`config.mk`:
```
export PLATFORM = sky130hd
export DESIGN_NAME = fnv1a64_sample_record_digest_flat
export DESIGN_NICKNAME = d
export VERILOG_FILES = /design/src/sv/fnvsrd_pkg.sv /design/src/sv/fnvsrd_if.sv /design/src/sv/fnvsrd_round.sv /design/src/sv/fnv1a64_sample_record_digest.sv /design/src/flat_wrapper.sv
export SDC_FILE = /design/constraint.sdc
export NUM_CORES = 1
export LEC_CHECK = 0
export BUFFER_PORTS_ARGS = -buffer_cell sky130_fd_sc_hd__clkbuf_2
export CAP_MARGIN = 25
export CORE_MARGIN = 10
export CORE_UTILIZATION = 47
export CTS_CLUSTER_DIAMETER = 100
export DETAILED_ROUTE_END_ITERATION = 12
export GPL_TIMING_DRIVEN = 0
export PLACE_DENSITY = 0.67
export SLEW_MARGIN = 20
export SYNTH_ARGS = -nofsm -noshare
export SYNTH_HDL_FRONTEND = slang
export SYNTH_SLANG_ARGS = --single-unit
```
`constraint.sdc`:
```
create_clock -name clk_i -period 10.3 [get_ports clk_i]
set_clock_uncertainty 0.15 [all_clocks]
set_input_delay 1.545 -clock clk_i [delete_from_list [all_inputs] [get_ports clk_i]]
set_output_delay 1.545 -clock clk_i [all_outputs]
set_load 0.01 [all_outputs]
```
`src/sv/fnvsrd_pkg.sv`:
```
// ----------------------------------------------------------------------------
// fnvsrd_pkg
// Shared types and constants for the FNV-1a 64-bit sample record digest.
// ----------------------------------------------------------------------------
package fnvsrd_pkg;

  typedef logic [63:0] word64_t;
  typedef logic [31:0] word32_t;
  typedef logic [7:0]  byte_t;

  // Offset basis used here, 1469598103934665603 (not the standard FNV-1a 64-bit value)
  localparam word64_t FNV_OFFSET = 64'h1465_0fb0_739d_0383;

  // FNV 64-bit prime is 2^40 + 0x1b3
  localparam int unsigned   FNV_PRIME_HI_SHIFT = 40;
  localparam logic [8:0]    FNV_PRIME_LO       = 9'h1b3;

  // Configuration register map
  localparam int unsigned CFG_IDX_W = 4;
  typedef logic [CFG_IDX_W-1:0] cfg_idx_t;

  localparam cfg_idx_t CFG_SCHEMA_VERSION = cfg_idx_t'(0);
  localparam cfg_idx_t CFG_SAMPLE_COUNT   = cfg_idx_t'(1);

endpackage

```
`src/sv/fnvsrd_if.sv`:
```
// ----------------------------------------------------------------------------
// fnvsrd_if
// Valid/ready channels: sample words in, digest words out, register writes.
// ----------------------------------------------------------------------------
interface fnvsrd_sample_if
  import fnvsrd_pkg::*;
  ();
  logic    valid;
  logic    ready;
  word64_t sequence_number;
  word64_t timestamp_ns;
  word32_t x_bits;
  word32_t y_bits;
  word32_t pressure_bits;
  logic    predicted;
  logic    carries_sample;
  logic    last_of_trace;

  modport source (
    output valid, sequence_number, timestamp_ns, x_bits, y_bits, pressure_bits,
           predicted, carries_sample, last_of_trace,
    input  ready
  );
  modport sink (
    input  valid, sequence_number, timestamp_ns, x_bits, y_bits, pressure_bits,
           predicted, carries_sample, last_of_trace,
    output ready
  );
endinterface

interface fnvsrd_digest_if
  import fnvsrd_pkg::*;
  ();
  logic    valid;
  logic    ready;
  word64_t digest;

  modport source (output valid, digest, input ready);
  modport sink   (input valid, digest, output ready);
endinterface

interface fnvsrd_cfg_if
  import fnvsrd_pkg::*;
  ();
  logic     valid;
  logic     ready;
  cfg_idx_t index;
  word32_t  data;

  modport source (output valid, index, data, input ready);
  modport sink   (input valid, index, data, output ready);
endinterface

```
`src/sv/fnvsrd_round.sv`:
```
// ----------------------------------------------------------------------------
// fnvsrd_round
// One FNV-1a round: xor a byte into the digest, multiply by the FNV prime.
// ----------------------------------------------------------------------------
module fnvsrd_round
  import fnvsrd_pkg::*;
(
  input  word64_t digest_i,
  input  byte_t   byte_i,
  output word64_t digest_o
);

  word64_t mixed;
  word64_t lo_prod;

  assign mixed = digest_i ^ {56'd0, byte_i};

  // low part of the prime as shift-add, the 2^40 term as one more shift
  always_comb begin
    lo_prod = '0;
    for (int i = 0; i < 9; i++) begin
      if (FNV_PRIME_LO[i]) begin
        lo_prod = lo_prod + (mixed << i);
      end
    end
  end

  assign digest_o = lo_prod + (mixed << FNV_PRIME_HI_SHIFT);

endmodule

```
`src/sv/fnv1a64_sample_record_digest.sv`:
```
// A word is taken in the idle state; then its bytes are absorbed (48 for a sample,
//   16 more when it opens a trace) and a trace's digest word is registered once the
//   output slot is free. No new word is taken before that. The single shared FNV round
//   unit absorbs one byte per cycle, so the byte sequencer sets the rate.
// Reset (rst_ni low, asynchronous): schema version 1, sample count 0, digest at
//   the offset basis, no trace open, output empty. No clearing pass.
// ----------------------------------------------------------------------------
// fnv1a64_sample_record_digest
// FNV-1a 64-bit digest over a trace of pointer samples, one byte per cycle.
// ----------------------------------------------------------------------------
module fnv1a64_sample_record_digest
  import fnvsrd_pkg::*;
(
  input  logic            clk_i,
  input  logic            rst_ni,
  fnvsrd_cfg_if.sink      cfg_i,
  fnvsrd_sample_if.sink   sample_i,
  fnvsrd_digest_if.source digest_o
);

  // IDLE takes a word, RUN absorbs bytes, FIN closes the word out
  typedef enum logic [1:0] {
    ST_IDLE,
    ST_RUN,
    ST_FIN
  } state_e;

  // absorption order; every value goes in as eight bytes, LSB first
  typedef enum logic [2:0] {
    F_SCHEMA,
    F_COUNT,
    F_SEQ,
    F_TS,
    F_X,
    F_Y,
    F_PRESS,
    F_PRED
  } field_e;

  localparam logic [2:0] BYTE_LAST = 3'(7);

  // -- configuration registers -----------------------------------------------
  word32_t schema_q;
  word32_t count_q;

  assign cfg_i.ready = 1'b1;

  always_ff @(posedge clk_i or negedge rst_ni) begin
    if (!rst_ni) begin
      schema_q <= 32'd1;
      count_q  <= 32'd0;
    end else if (cfg_i.valid && cfg_i.ready) begin
      case (cfg_i.index)
        CFG_SCHEMA_VERSION: schema_q <= cfg_i.data;
        CFG_SAMPLE_COUNT:   count_q  <= cfg_i.data;
        default: ;
      endcase
    end
  end

  // -- captured sample word (payload, no reset) ------------------------------
  word64_t seq_q;
  word64_t ts_q;
  word32_t x_q;
  word32_t y_q;
  word32_t press_q;
  logic    pred_q;
  logic    carries_q;
  logic    last_q;

  // -- sequencer state -------------------------------------------------------
  state_e     state_q, state_d;
  field_e     field_q, field_d;
  logic [2:0] byte_q,  byte_d;
  word64_t    h_q,     h_d;
  logic       open_q,  open_d;
  logic       out_valid_q, out_valid_d;
  word64_t    out_digest_q, out_digest_d;

  logic in_fire;
  logic out_fire;

  assign sample_i.ready = (state_q == ST_IDLE);
  assign in_fire        = sample_i.valid && sample_i.ready;
  assign out_fire       = digest_o.valid && digest_o.ready;

  always_ff @(posedge clk_i) begin
    if (in_fire) begin
      seq_q     <= sample_i.sequence_number;
      ts_q      <= sample_i.timestamp_ns;
      x_q       <= sample_i.x_bits;
      y_q       <= sample_i.y_bits;
      press_q   <= sample_i.pressure_bits;
      pred_q    <= sample_i.predicted;
      carries_q <= sample_i.carries_sample;
      last_q    <= sample_i.last_of_trace;
    end
  end

  // byte select: field value widened to 64 bits, then one byte of it
  word64_t value;
  byte_t   cur_byte;
  word64_t h_round;
  field_e  end_field;

  always_comb begin
    case (field_q)
      F_SCHEMA: value = {32'd0, schema_q};
      F_COUNT:  value = {32'd0, count_q};
      F_SEQ:    value = seq_q;
      F_TS:     value = ts_q;
      F_X:      value = {32'd0, x_q};
      F_Y:      value = {32'd0, y_q};
      F_PRESS:  value = {32'd0, press_q};
      F_PRED:   value = {63'd0, pred_q};
      default:  value = '0;
    endcase
  end

  assign cur_byte  = byte_t'(value >> {byte_q, 3'b000});
  // an empty item that opens a trace stops after the prefix
  assign end_field = carries_q ? F_PRED : F_COUNT;

  fnvsrd_round u_round (
    .digest_i (h_q),
    .byte_i   (cur_byte),
    .digest_o (h_round)
  );

  always_comb begin
    state_d      = state_q;
    field_d      = field_q;
    byte_d       = byte_q;
    h_d          = h_q;
    open_d       = open_q;
    out_valid_d  = out_valid_q;
    out_digest_d = out_digest_q;

    if (out_fire) begin
      out_valid_d = 1'b0;
    end

    case (state_q)
      ST_IDLE: begin
        if (in_fire) begin
          open_d = 1'b1;
          byte_d = 3'd0;
          if (!open_q) begin
            // new trace: prefix first (digest already at the offset basis)
            field_d = F_SCHEMA;
            state_d = ST_RUN;
          end else if (sample_i.carries_sample) begin
            field_d = F_SEQ;
            state_d = ST_RUN;
          end else begin
            state_d = ST_FIN;
          end
        end
      end
      ST_RUN: begin
        h_d    = h_round;
        byte_d = byte_q + 3'd1;
        if (byte_q == BYTE_LAST) begin
          field_d = field_e'(field_q + 3'd1);
          if (field_q == end_field) begin
            state_d = ST_FIN;
          end
        end
      end
      ST_FIN: begin
        if (!last_q) begin
          state_d = ST_IDLE;
        end else if (!out_valid_q || digest_o.ready) begin
          // output slot free (or emptying now): hand over and close the trace
          out_valid_d  = 1'b1;
          out_digest_d = h_q;
          h_d          = FNV_OFFSET;
          open_d       = 1'b0;
          state_d      = ST_IDLE;
        end
      end
      default: state_d = ST_IDLE;
    endcase
  end

  always_ff @(posedge clk_i or negedge rst_ni) begin
    if (!rst_ni) begin
      state_q     <= ST_IDLE;
      field_q     <= F_SCHEMA;
      byte_q      <= 3'd0;
      h_q         <= FNV_OFFSET;
      open_q      <= 1'b0;
      out_valid_q <= 1'b0;
    end else begin
      state_q     <= state_d;
      field_q     <= field_d;
      byte_q      <= byte_d;
      h_q         <= h_d;
      open_q      <= open_d;
      out_valid_q <= out_valid_d;
    end
  end

  always_ff @(posedge clk_i) begin
    out_digest_q <= out_digest_d;
  end

  assign digest_o.valid  = out_valid_q;
  assign digest_o.digest = out_digest_q;

`ifndef ASSERT_OFF
  // a closed trace always sits at the offset basis
  a_closed_at_offset: assert property (@(posedge clk_i) disable iff (!rst_ni)
    !open_q |-> (h_q == FNV_OFFSET))
    else $error("digest not at offset basis while no trace open");

  // a word that opens a trace starts on the schema version, byte 0
  a_open_starts_prefix: assert property (@(posedge clk_i) disable iff (!rst_ni)
    (in_fire && !open_q) |=> (state_q == ST_RUN && field_q == F_SCHEMA && byte_q == 3'd0))
    else $error("trace opened without absorbing the prefix");

  // a word without a sample never runs past the prefix fields
  a_field_bound: assert property (@(posedge clk_i) disable iff (!rst_ni)
    (state_q == ST_RUN && !carries_q) |-> (field_q == F_SCHEMA || field_q == F_COUNT))
    else $error("empty word absorbed sample bytes");

  // closing a trace presents the digest and resets the running digest
  a_emit_closes: assert property (@(posedge clk_i) disable iff (!rst_ni)
    (state_q == ST_FIN && last_q && (!out_valid_q || digest_o.ready))
      |=> (out_valid_q && !open_q && out_digest_q == $past(h_q)))
    else $error("digest emission did not close the trace");
`endif

endmodule

```
`src/flat_wrapper.sv`:
```
// flat-port wrapper written by rule: the top's interface ports become plain ports
module fnv1a64_sample_record_digest_flat import fnvsrd_pkg::*;
  (clk_i, rst_ni, cfg_i_valid, cfg_i_index, cfg_i_data, cfg_i_ready, sample_i_valid, sample_i_sequence_number, sample_i_timestamp_ns, sample_i_x_bits, sample_i_y_bits, sample_i_pressure_bits, sample_i_predicted, sample_i_carries_sample, sample_i_last_of_trace, sample_i_ready, digest_o_valid, digest_o_digest, digest_o_ready);
  fnvsrd_cfg_if cfg_i_i ();
  fnvsrd_sample_if sample_i_i ();
  fnvsrd_digest_if digest_o_i ();
  input  logic clk_i;
  input  logic rst_ni;
  input wire logic [$bits(cfg_i_i.valid)-1:0] cfg_i_valid;
  input wire logic [$bits(cfg_i_i.index)-1:0] cfg_i_index;
  input wire logic [$bits(cfg_i_i.data)-1:0] cfg_i_data;
  output wire logic [$bits(cfg_i_i.ready)-1:0] cfg_i_ready;
  input wire logic [$bits(sample_i_i.valid)-1:0] sample_i_valid;
  input wire logic [$bits(sample_i_i.sequence_number)-1:0] sample_i_sequence_number;
  input wire logic [$bits(sample_i_i.timestamp_ns)-1:0] sample_i_timestamp_ns;
  input wire logic [$bits(sample_i_i.x_bits)-1:0] sample_i_x_bits;
  input wire logic [$bits(sample_i_i.y_bits)-1:0] sample_i_y_bits;
  input wire logic [$bits(sample_i_i.pressure_bits)-1:0] sample_i_pressure_bits;
  input wire logic [$bits(sample_i_i.predicted)-1:0] sample_i_predicted;
  input wire logic [$bits(sample_i_i.carries_sample)-1:0] sample_i_carries_sample;
  input wire logic [$bits(sample_i_i.last_of_trace)-1:0] sample_i_last_of_trace;
  output wire logic [$bits(sample_i_i.ready)-1:0] sample_i_ready;
  output wire logic [$bits(digest_o_i.valid)-1:0] digest_o_valid;
  output wire logic [$bits(digest_o_i.digest)-1:0] digest_o_digest;
  input wire logic [$bits(digest_o_i.ready)-1:0] digest_o_ready;
  assign cfg_i_i.valid = cfg_i_valid;
  assign cfg_i_i.index = cfg_i_index;
  assign cfg_i_i.data = cfg_i_data;
  assign cfg_i_ready = cfg_i_i.ready;
  assign sample_i_i.valid = sample_i_valid;
  assign sample_i_i.sequence_number = sample_i_sequence_number;
  assign sample_i_i.timestamp_ns = sample_i_timestamp_ns;
  assign sample_i_i.x_bits = sample_i_x_bits;
  assign sample_i_i.y_bits = sample_i_y_bits;
  assign sample_i_i.pressure_bits = sample_i_pressure_bits;
  assign sample_i_i.predicted = sample_i_predicted;
  assign sample_i_i.carries_sample = sample_i_carries_sample;
  assign sample_i_i.last_of_trace = sample_i_last_of_trace;
  assign sample_i_ready = sample_i_i.ready;
  assign digest_o_valid = digest_o_i.valid;
  assign digest_o_digest = digest_o_i.digest;
  assign digest_o_i.ready = digest_o_ready;
  fnv1a64_sample_record_digest u_core (.clk_i(clk_i), .rst_ni(rst_ni), .cfg_i(cfg_i_i), .sample_i(sample_i_i), .digest_o(digest_o_i));
endmodule
```
Word level (Yosys, flattened, before mapping):

Cells that the tools add are included.

* multiplexer cells: 28
* multiply operators: 0
* add/sub/neg operators: 8
* divide/modulo/power cells: 0
* order comparisons: 0
* equal/unequal tests: 19
* reduce and logical (&&, ||, !) cells: 18
* bitwise gates (word level): 1
* shift operators: 1

Operators with widths (count)
* one-hot mux 64 bit (8 select lines): 1
* adder 64 bit: 6
* 2-to-1 mux 64 bit: 2
* one-hot mux 64 bit (2 select lines): 1
* right shift 64 x 6 -> 8 bit: 1
* bitwise XOR 64 x 8 -> 64 bit: 1
* 2-to-1 mux 3 bit: 6
* == test 3 bit (second input constant): 5
* 2-to-1 mux 2 bit: 7
* one-hot mux 3 bit (2 select lines): 2
* AND reduction 4 bit: 3
* != test 2 x 1 -> 1 bit (second input constant): 4
* 2-to-1 mux 1 bit: 7
* adder 3 x 1 -> 3 bit (second input constant): 2
* == test 3 x 2 -> 1 bit (second input constant): 2
* != test 3 bit (second input constant): 2
* one-hot mux 2 bit (3 select lines): 1
* AND reduction 2 bit: 3
* AND reduction 3 bit: 2
* nonzero test 2 bit: 3
* == test 4 x 1 -> 1 bit (second input constant): 1
* logical NOT 4 bit: 1
* == test 3 x 1 -> 1 bit (second input constant): 1
* == test 3 bit: 1
* 9 further kinds: 10

* ROM bits: 0
* word-level logic and storage cells: 92
* output and inout bits: 67
* bits in writable memories: 0
* register bits: 429
* latch bits: 0
* bits of input ports: 268
* memories kept: 0

Depth between registers and ports, before layout:

Gate-level depths: netlist of the first run.

* depth after elaboration: 11
* mapped depth: 32
* depth with buffers taken out: 28

Modules after synthesis:

A second synthesis of the first run with hierarchy kept.

* cells, all modules: 2285
* area, all modules: 27217.4 um^2

By module, submodules not included
* fnv1a64_sample_record_digest: seq. area each 12228.0 um^2, cells an instance 1112, times used 1, area each 16610.9 um^2
* fnvsrd_round: seq. area each 0.0 um^2, cells an instance 1173, times used 1, area each 10606.4 um^2

Worst setup path before layout of the first run:

Ideal clock, no wire load.

* kind: in2reg
* start: in sample_i_valid
* end: reg u_core.carries_q, enable pin
* arrival time: 6.652 ns
* slack: 2.883 ns
* setup time: 0.615 ns
* cell stages on the path: 1
* buffers on the path: 0
* data required time: 9.535 ns
* cells stage by stage: and2_1

* cells in the longest elaborated chain, start to end: 1

RTL lines
* from (decl): line flat_wrapper.sv:13 `input wire logic [$bits(sample_i_i.valid)-1:0] sample_i_valid;`
* logical AND 1 bit: line fnv1a64_sample_record_digest.sv:84 `assign in_fire = sample_i.valid && sample_i.ready;`
* to (signal assigned): line fnv1a64_sample_record_digest.sv:95 `carries_q <= sample_i.carries_sample;`
* to (decl): line fnv1a64_sample_record_digest.sv:68 `logic carries_q;`

No other way between the ends.
A chain may end at the register's enable or synchronous reset.

Worst setup path in the final report of the first run:

* start: reg u_core.field_q[2]
* end: reg u_core.h_q[61]

* cells in the longest elaborated chain, start to end: 11
* elaborated cells on any way between the ends: 18
* those cells by class: 6 x add/sub; 7 x eq/ne; 1 x shift; 2 x mux; 1 x bitwise; 1 x reduce/logical

RTL lines
* from (decl): line fnv1a64_sample_record_digest.sv:73 `field_e field_q, field_d;`
* from (signal assigned): line fnv1a64_sample_record_digest.sv:196 `field_q <= field_d;`
* == test 3 bit, or another cell as far along: line fnv1a64_sample_record_digest.sv:107 `case (field_q)`
* one-hot mux 64 bit (8 select lines) (*): line fnv1a64_sample_record_digest.sv:107
* right shift 64 x 6 -> 8 bit (*): line fnv1a64_sample_record_digest.sv:120 `assign cur_byte = byte_t'(value >> {byte_q, 3'b000});`
* bitwise XOR 64 x 8 -> 64 bit (*): line fnvsrd_round.sv:16 `assign mixed = digest_i ^ {56'd0, byte_i};`
* adder 64 bit (5 in series): line fnvsrd_round.sv:23 `lo_prod = lo_prod + (mixed << i);`
* adder 64 bit (*): line fnvsrd_round.sv:28 `assign digest_o = lo_prod + (mixed << FNV_PRIME_HI_SHIFT);`
* one-hot mux 64 bit (2 select lines) (*): line fnv1a64_sample_record_digest.sv:143 `case (state_q)`
* to (signal assigned): line fnv1a64_sample_record_digest.sv:191 `h_q <= FNV_OFFSET;`
* to (signal assigned): line fnv1a64_sample_record_digest.sv:198 `h_q <= h_d;`
* to (decl): line fnv1a64_sample_record_digest.sv:75 `word64_t h_q, h_d;`

Every way passes the cells marked *; elsewhere a longest branch is shown, timed or not.

==> impl_metrics.yaml, run 1 <==
run_status:
  outcome: "complete, no violations"
die:
  die_h_um: 259
  dieArea_um2: 67200
  start_util_pct: 47.6
  num_rows: 87
  die_w_um: 259
  io_pins: 335
  fp.coreArea_um2: 56500
grt:
  antenna_found_initial: 14
  grt_max_degree: 64
  grt_pass1_vias: 20200
  gr-total-overflow: 0
  grt_first_pass_wirelength_mm: 120
  grt_usage_pct: 23.4
worst_setup_path:
  reg2reg_slack_ns: 0.35
  crit_top_cell: "ha_1"
  crit_arrival_ns: 10.33
  r2r-start: "u_core.field_q[2]$_DFFE_PN0P_"
  cp-end-kind: "flop"
  worstSetupStartpoint: "u_core.field_q[2]$_DFFE_PN0P_"
  cp_slowest_cell: "a2111oi_1"
  cp_max_fo: 10
  reg2reg_to: "u_core.h_q[61]$_DFFE_PN0P_"
  critPathMaxStageDelay_ns: 0.83
  setup.worst_path.class: "reg2reg"
  r2r_cells: 29
  critPathRequiredTime_ns: 10.68
  cp-start-kind: "flop"
yosys:
  async_reset_ff_share_pct: 32.2
  syn_area_um2: 26900
  syn_inst: 2169
  synth_nets: 2794
  ys_seq_area_share_pct: 45.5
  ys_warn_count: 0
  synth_ff_type: "edfxtp_1"
  syn_avg_cell_area_um2: 12.4
  synthDistinctLibCells: 90
  ys_ff_latch: 429
  synth_edf_count: 291
clocking:
  cts-buffers-inserted: 48
  clockBufferDepth: 3
  cts-root-buf: "clkbuf_16"
  cts.sink_count: 429
  h-tree-depth: 2
  clock_latency_ns: 0.63
  clk_pin_slew_ns: 0.06
  cts_tree: "done"
route:
  first_iter_violations: 1593
  vias: 18900
  drcViolationCount: 0
  via_per_inst: 5.60
  antenna_left: 0
  drt-total-wl_mm: 78.4
  dr.pass1.iters: 6
  wl_per_cell_um: 23.3
timing:
  fin_setup_tns_ns: 0
  worst_pin_slew_ns: 1.11
  fin_crit_ns: 9.95
  clock.fmax_mhz: 101
  fin_crit_sh_pct: 96.6
  drv_slew: 0
  finalHoldViolations: 0
  slew_headroom_pct: 24.1
  setup-violations-final: 0
  rsz0062_at_grt: "false"
hold_path:
  hold_depth: 1
  hp-class: "reg2reg"
  hold_start: "u_core.count_q[30]$_DFFE_PN0P_"
  hold_path_end: "u_core.count_q[30]$_DFFE_PN0P_"
placed_design:
  globalplace.congestion: 0.938
  portBuffers: 333
  dpl.hpwl_mm: 61.3
job:
  maxCapViolations: 0
final_layout:
  syn2layout_area_growth_pct: 16.9
  final_layout_size_suffix_gt1_share_pct: 23.4
  nFillCells: 4755
  nets: 3186
-- repair_timing --
item / 4_1_cts / 5_1_grt
resized for setup: 0 / 1
setup endpoints to repair: 0 / 2
setup buffers: 0 / 0
hold buffers: 0 / 0
-- critical path: cells and delay by family (launching register included) --
| kind | cells | cell delay [ns] |
|---|---|---|
| buffers and inverters | 7 | 1.18 |
| xor gates and xnor gates | 2 | 0.76 |
| adders and majority gates | 6 | 2.38 |
| AOI/OAI and AO/OA | 12 | 4.20 |
| DFF | 1 | 0.52 |
| and+or+nand+nor | 2 | 0.63 |
-- cells in the mapped netlist, types with 6 or more instances --
master,count,area share (%)
nor4_1,7,0.16
xor2_1,27,0.88
fa_1,240,18
nor2b_1,9,0.21
a21o_1,32,0.89
inv_1,354,4.9
nor3_1,11,0.20
o31ai_1,7,0.20
o211ai_1,10,0.28
o21bai_1,16,0.45
edfxtp_1,291,33
buf_4,8,0.22
a21oi_1,106,2.0
clkbuf_1,38,0.53
a32o_1,8,0.30
nand3_1,14,0.26
a31oi_1,17,0.40
buf_1,7,0.098
ha_1,117,5.4
a311oi_1,11,0.36
o21ai_0,65,1.2
a211oi_1,9,0.25
dfrtp_1,109,10
mux4_2,8,0.67
and2_1,9,0.21
o21a_1,12,0.34
xnor2_1,44,1.4
a222oi_1,19,0.71
nand4_1,13,0.30
o22ai_1,6,0.14
nand2_1,140,2.0
o21ai_1,8,0.15
dfstp_2,29,2.8
a221o_1,22,0.82
a22oi_1,8,0.22
buf_2,24,0.45
nor2_1,60,0.84
and3_1,9,0.21
mux2_2,84,3.5
nand2b_1,13,0.30
or3_1,10,0.23
a221oi_1,39,1.3
-- metrics by stage --
step                cells  setup slack [ns]  hold WS [ns]  area [µm²]  util, %
floorplan            2169              2.88         0.317       26900        -
detailed placement   3267             0.384         0.338       29700     52.6
finish               3368             0.351         0.354       31400     55.6
global route         3368             0.164         0.369       31400     55.6
CTS                  3357             0.308         0.352       31400     55.6
global placement     3258            0.0857         0.335       29500     52.2
-- layer usage --
layer,global-route usage (%),vias up,share of wire (%)
met5,0,-,0.043
met4,8.85,4,3.3
met3,4.82,140,6.8
met2,40.0,711,51
met1,28.9,9611,39
li1,-,8398,-
-- area by class of cell --
cell class	count	area, µm²	area share, %
Antenna cell	11	27.5	0.0876
Buffer	83	404	1.29
Clock buffer	56	1280	4.09
Clock inverter	34	398	1.27
Inverter	359	1350	4.29
Multi-Input combinational cell	1298	12900	41.1
Sequential cell	429	12200	38.9
Tap cell	756	946	3.01
Timing Repair Buffer	342	1870	5.94
-- registers in the layout (all words and copies together) (netlist names), 2 cells and up --
name / count
u_core.byte_q: 3
u_core.field_q: 3
u_core.schema_q: 32
u_core.ts_q: 64
u_core.digest_o.digest: 64
u_core.state_q: 2
u_core.h_q: 64
u_core.count_q: 32
u_core.seq_q: 64
u_core.x_q: 32
u_core.y_q: 32
u_core.press_q: 32
-- cell usage in the layout, fill, tap and decap left out, drive strengths merged, types with 9 or more instances in the layout --
master / n
o21a: 12
ha: 117
a211oi: 9
a222oi: 19
o211ai: 10
a21o: 32
clkinv: 19
nand2b: 13
fa: 240
xor2: 30
nand2: 140
o21bai: 16
or3: 10
nor3: 11
o31ai: 9
nand3: 14
a31oi: 17
nor2b: 9
a221o: 22
mux2: 88
a311oi: 11
and2: 9
a21oi: 108
and3: 9
dfrtp: 109
inv: 363
diode: 11
nand4: 13
xnor2: 48
buf: 52
dfstp: 29
edfxtp: 291
o21ai: 73
nor2: 61
a221oi: 39
clkbuf: 429
-- kinds of logic after synthesis --
logic type	Yosys count	synth area share, %
and+or+nand+nor	317	5.55
adders and majority gates	362	23.5
other	1	0.0139
DFF	429	45.5
xor gates and xnor gates	78	2.86
muxes	99	4.47
AOI/OAI and AO/OA	441	11.6
buffers and inverters	442	6.52
-- worst max path at each step --
stage | cells after the start | end
floorplan | 1 | u_core.carries_q$_DFFE_PP_
global placement | 29 | u_core.h_q[61]$_DFFE_PN0P_
detailed placement | 29 | u_core.h_q[61]$_DFFE_PN0P_
CTS | 29 | u_core.h_q[61]$_DFFE_PN0P_
global route | 29 | u_core.h_q[62]$_DFFE_PN0P_
finish | 29 | u_core.h_q[61]$_DFFE_PN0P_
Power of run 1 is left out: the tool's default activity adds up to more than one toggle a clock period on the data nets, which glitch-free logic cannot reach.
==> inputs of run 2 (changes only) <==
--- a/config.mk
+++ b/config.mk
@@ -12,6 +12,7 @@
 export CTS_CLUSTER_DIAMETER = 100
 export DETAILED_ROUTE_END_ITERATION = 12
 export GPL_TIMING_DRIVEN = 0
+export MAX_ROUTING_LAYER = met4
 export PLACE_DENSITY = 0.67
 export SLEW_MARGIN = 20
 export SYNTH_ARGS = -nofsm -noshare
==> constraint.sdc (replaced) <==
create_clock -name clk_i -period 12.05 [get_ports clk_i]
set_clock_uncertainty 0.15 [all_clocks]
set_input_delay 1.8075 -clock clk_i [delete_from_list [all_inputs] [get_ports clk_i]]
set_output_delay 1.8075 -clock clk_i [all_outputs]
set_load 0.01 [all_outputs]
==> run 2 against run 1 <==
Compared with the run above: final cell count is 0.12% higher; core utilization increased by 0.22 points; largest cell class unchanged; worst setup slack improved by 1.7 ns; critical path type unchanged; sequential cell count is the same; wire length is 0.81% higher; count of clock-buffer cells in the layout decreased by 1; register-to-register slack better by 1.7 ns; critical path depth unchanged.
==> impl_metrics.yaml, run 2 (synthesis results as in run 1) <==
worst_setup_path:
  crit_arrival_ns: 10.33
  reg2reg_slack_ns: 2.08
  reg2reg_to: "u_core.h_q[61]$_DFFE_PN0P_"
  cp_max_fo: 10
  setup.worst_path.class: "reg2reg"
  critPathMaxStageDelay_ns: 0.83
  cp-start-kind: "flop"
  cp_slowest_cell: "a2111oi_1"
  crit_top_cell: "ha_1"
  cp-end-kind: "flop"
  critPathRequiredTime_ns: 12.41
  r2r-start: "u_core.field_q[2]$_DFFE_PN0P_"
  r2r_cells: 29
final_layout:
  syn2layout_area_growth_pct: 17.4
  layout.cells.most_common_list: "inv_1 (354), clkbuf_2 (334), edfxtp_1 (291)"
  final_common_cell: "inv_1"
  final_layout_size_suffix_gt1_share_pct: 23.5
  nets: 3187
clocking:
  hold_buffers: 0
  cts-buffers-inserted: 49
  h-tree-depth: 2
  cts_tree: "done"
  cts.sink_count: 429
  cts_setup_buffers: 0
  clk_pin_slew_ns: 0.06
  clock_latency_ns: 0.62
  cts-root-buf: "clkbuf_16"
  clockBufferDepth: 3
  ctsResizeCount: 0
die:
  num_rows: 87
  io_pins: 335
  die_w_um: 259
  fp.coreArea_um2: 56500
  die_h_um: 259
  dieArea_um2: 67200
  start_util_pct: 47.6
grt:
  gr-total-overflow: 0
  antenna_found_initial: 13
  grt_pass1_vias: 20200
  grt_max_degree: 77
  grt_usage_pct: 24.4
  grt_first_pass_wirelength_mm: 122
hold_path:
  hold_start: "u_core.count_q[1]$_DFFE_PN0P_"
  hp-class: "reg2reg"
  hold_path_end: "u_core.count_q[1]$_DFFE_PN0P_"
  hold_depth: 1
route:
  drt-total-wl_mm: 79.1
  drcViolationCount: 0
  via_per_inst: 5.55
  dr.pass1.iters: 5
  vias: 18700
  first_iter_violations: 1538
  wl_per_cell_um: 23.4
  antenna_left: 0
placed_design:
  portBuffers: 333
  dpl.hpwl_mm: 62.1
  globalplace.congestion: 0.932
timing:
  drv_slew: 0
  setup-violations-final: 0
  rsz0062_at_grt: "false"
  fin_crit_sh_pct: 82.7
  slew_headroom_pct: 30.7
  clock.fmax_mhz: 100
  finalHoldViolations: 0
  fin_crit_ns: 9.97
  worst_pin_slew_ns: 1.01
  fin_setup_tns_ns: 0
run_status:
  outcome: "complete, no violations"
job:
  maxCapViolations: 0
## run 2: layout make-up
class	count	area, µm²
diodes	13	32.5
plain buffers	83	404
clock buffers	55	1260
clock inverters	37	549
fillers	4717	24900
inverters	359	1350
multi-input cells	1298	12900
flip-flops and latches	429	12200
well taps	756	946
repair buffers	342	1860
## run 2: worst max-delay path by stage
stage | from | end | slack (ns) | cells past startpoint
2_1_floorplan | sample_i_valid | u_core.carries_q$_DFFE_PP_ | 4.37 | 1
3_3_place_gp | u_core.field_q[2]$_DFFE_PN0P_ | u_core.h_q[61]$_DFFE_PN0P_ | 1.75 | 29
3_5_place_dp | u_core.field_q[2]$_DFFE_PN0P_ | u_core.h_q[61]$_DFFE_PN0P_ | 1.88 | 29
4_1_cts | u_core.field_q[2]$_DFFE_PN0P_ | u_core.h_q[61]$_DFFE_PN0P_ | 1.72 | 29
5_1_grt | u_core.field_q[2]$_DFFE_PN0P_ | u_core.h_q[61]$_DFFE_PN0P_ | 1.75 | 30
6_report | u_core.field_q[2]$_DFFE_PN0P_ | u_core.h_q[61]$_DFFE_PN0P_ | 2.08 | 29
## run 2: worst max-delay path: cells and delay by family (launching register included)
kind,cells,cell delay (ns)
AO/OA/AOI/OAI,11,4.16
XOR/XNOR,2,0.69
adder cells (fa/ha/maj),6,2.35
buffers and inverters,8,1.38
flip-flops,1,0.49
AND/OR/NAND/NOR,2,0.64
## run 2: metal layers
| metal | part of all wire (%) | vias up | track usage [%] |
|---|---|---|---|
| li1 | - | 8402 | - |
| met1 | 40 | 9484 | 29.7 |
| met2 | 50 | 676 | 40.6 |
| met3 | 6.0 | 150 | 4.01 |
| met4 | 3.6 | 0 | 9.14 |
| met5 | 0 | - | - |
## run 2: through the flow
stage / cells / hold slack [ns] / area, µm² / setup WS, ns / util, %
floorplan: 2169 / 0.317 / 26900 / 4.37 / -
global placement: 3258 / 0.333 / 29500 / 1.75 / 52.2
detailed placement: 3265 / 0.341 / 29700 / 1.88 / 52.6
CTS: 3357 / 0.355 / 31500 / 1.72 / 55.8
global route: 3372 / 0.369 / 31500 / 1.75 / 55.8
finish: 3372 / 0.353 / 31500 / 2.08 / 55.8
Power of run 2 is left out for the same reason.
==> inputs of run 3 (changes only) <==
--- a/config.mk
+++ b/config.mk
@@ -13,7 +13,7 @@
 export DETAILED_ROUTE_END_ITERATION = 12
 export GPL_TIMING_DRIVEN = 0
 export MAX_ROUTING_LAYER = met4
-export PLACE_DENSITY = 0.67
+export PLACE_DENSITY = 0.69
 export SLEW_MARGIN = 20
 export SYNTH_ARGS = -nofsm -noshare
 export SYNTH_HDL_FRONTEND = slang
==> constraint.sdc (replaced) <==
create_clock -name clk_i -period 8.4 [get_ports clk_i]
set_clock_uncertainty 0.15 [all_clocks]
set_input_delay 1.26 -clock clk_i [delete_from_list [all_inputs] [get_ports clk_i]]
set_output_delay 1.26 -clock clk_i [all_outputs]
set_load 0.01 [all_outputs]
==> run 3 against run 2 <==
Compared with the run above: hold slack improved by 0.0036 ns; worst setup slack worse by 1.9 ns; final area increased by 1.0%; maximum frequency rose by 21%; first-iteration DRC count rose by 10%; via count is 0.80% higher; die area is the same; register-to-register slack worse by 1.9 ns; largest cell class unchanged.
==> impl_metrics.yaml, run 3 (synthesis results as in run 1) <==
clocking:
  clockBufferDepth: 3
  clock_latency_ns: 0.63
  hold_buffers: 0
  h-tree-depth: 2
  clk_pin_slew_ns: 0.07
  cts_tree: "done"
  cts.sink_count: 429
  cts-root-buf: "clkbuf_16"
  cts-buffers-inserted: 48
route:
  first_iter_violations: 1699
  wl_per_cell_um: 23.6
  antenna_left: 0
  drt-total-wl_mm: 79.7
  vias: 18900
  dr.pass1.iters: 6
  drcViolationCount: 0
  via_per_inst: 5.58
worst_setup_path:
  critPathMaxStageDelay_ns: 0.56
  crit_arrival_ns: 8.59
  setup.worst_path.class: "reg2reg"
  critPathRequiredTime_ns: 8.75
  cp-start-kind: "flop"
  r2r-start: "u_core.field_q[2]$_DFFE_PN0P_"
  r2r_cells: 32
  reg2reg_to: "u_core.h_q[52]$_DFFE_PN0P_"
  cp_slowest_cell: "fa_1"
  cp-end-kind: "flop"
  reg2reg_slack_ns: 0.16
  cp_max_fo: 10
timing:
  setup_ws_ns: 0.165
  worst_pin_slew_ns: 1.03
  fin_crit_ns: 8.24
  fin_crit_sh_pct: 98.0
  finalHoldViolations: 0
  setup-violations-final: 0
  slew_headroom_pct: 31.4
  clock.fmax_mhz: 121
  drv_slew: 0
hold_path:
  hold_path_end: "u_core.count_q[19]$_DFFE_PN0P_"
  hp-class: "reg2reg"
  hold_start: "u_core.count_q[19]$_DFFE_PN0P_"
  hold_depth: 1
grt:
  gr-total-overflow: 0
  grt_pass1_vias: 20400
  grt_usage_pct: 24.6
  grt_first_pass_wirelength_mm: 122
  grt_max_degree: 81
  antenna_found_initial: 9
run_status:
  outcome: "complete, no violations"
final_layout:
  final_layout_size_suffix_gt1_share_pct: 25.4
  nets: 3199
  fin_area_um2: 31900
  layout.cells.most_common_list: "inv_1 (353), clkbuf_2 (337), edfxtp_1 (291)"
  final_common_cell: "inv_1"
  nFillCells: 4740
  syn2layout_area_growth_pct: 18.6
  stdcell_count: 3379
placed_design:
  dpl.hpwl_mm: 61.9
  globalplace.congestion: 0.945
  place_ws_ns: -1.63
  portBuffers: 333
  placed_area_um2: 29700
  numPlacedInstances: 3268
die:
  io_pins: 335
  start_util_pct: 47.6
  num_rows: 87
  fp.coreArea_um2: 56500
  die_h_um: 259
  die_w_um: 259
  dieArea_um2: 67200
job:
  maxCapViolations: 0
-- run 3: cell count changes in the layout (fill, tap and decap cells not counted), moves of 4 or more --
cell,previous run,this run
a21oi_1,106,100
diode_2,13,9
buf_4,9,21
bufinv_16,11,5
a221oi_1,39,33
clkinv_1,3,10
a21oi_2,2,6
o21ai_0,65,61
-- run 3: worst max path at each step --
| stage | start | end | slack [ns] | depth (start not counted) |
|---|---|---|---|---|
| global placement | u_core.field_q[2]$_DFFE_PN0P_ | u_core.h_q[61]$_DFFE_PN0P_ | -1.84 | 29 |
| floorplan | u_core.field_q[2]$_DFFE_PN0P_ | u_core.h_q[61]$_DFFE_PN0P_ | 1.25 | 29 |
| finish | u_core.field_q[2]$_DFFE_PN0P_ | u_core.h_q[52]$_DFFE_PN0P_ | 0.16 | 32 |
| global route | u_core.field_q[2]$_DFFE_PN0P_ | u_core.h_q[60]$_DFFE_PN1P_ | -0.04 | 30 |
| detailed placement | u_core.field_q[2]$_DFFE_PN0P_ | u_core.h_q[62]$_DFFE_PN0P_ | -1.63 | 29 |
| CTS | u_core.field_q[2]$_DFFE_PN0P_ | u_core.h_q[62]$_DFFE_PN0P_ | 0.01 | 29 |
-- run 3: worst max-delay path: cells and delay by family (launching register included) --
| kind | cells | cell delay, ns |
|---|---|---|
| AOI/OAI and AO/OA | 12 | 2.62 |
| buffers and inverters | 11 | 1.67 |
| xor gates and xnor gates | 1 | 0.18 |
| DFF | 1 | 0.44 |
| and+or+nand+nor | 2 | 0.66 |
| adders and majority gates | 6 | 2.33 |
-- run 3: area by class of cell --
type                       instances  area, µm²  share of cell area [%]
multi-input combinational       1298      13300                    41.8
clock buffer                      54       1230                    3.87
antenna                            9       22.5                  0.0707
clock inverter                    36        389                    1.22
timing repair buffer             356       1960                    6.15
buffer                            82        423                    1.33
inverter                         359       1350                    4.24
tap                              756        946                    2.97
sequential                       429      12200                    38.4
-- run 3: metrics by stage --
stage | hold slack, ns | utilization (%) | setup TNS [ns]
after floorplan | 0.317 | - | 0
after global placement | 0.333 | 52.2 | -222.44
after detailed placement | 0.344 | 52.6 | -40.95
after CTS | 0.358 | 56.0 | 0
after global routing | 0.373 | 56.4 | -0.0584
final | 0.357 | 56.4 | 0
-- run 3: repair_timing --
action	in CTS	in global routing
pin swaps	9	13
setup endpoints to repair	50	21
resized for setup	47	44
setup buffers	10	3
-- run 3: layer usage --
layer	wire length, µm	up-vias	GRT usage (%)
li1	-	8422	-
met4	2890	0	8.58
met5	0	-	-
met1	31900	9599	30.3
met2	39900	695	40.7
met3	5040	145	3.88
Power of run 3 is left out for the same reason.
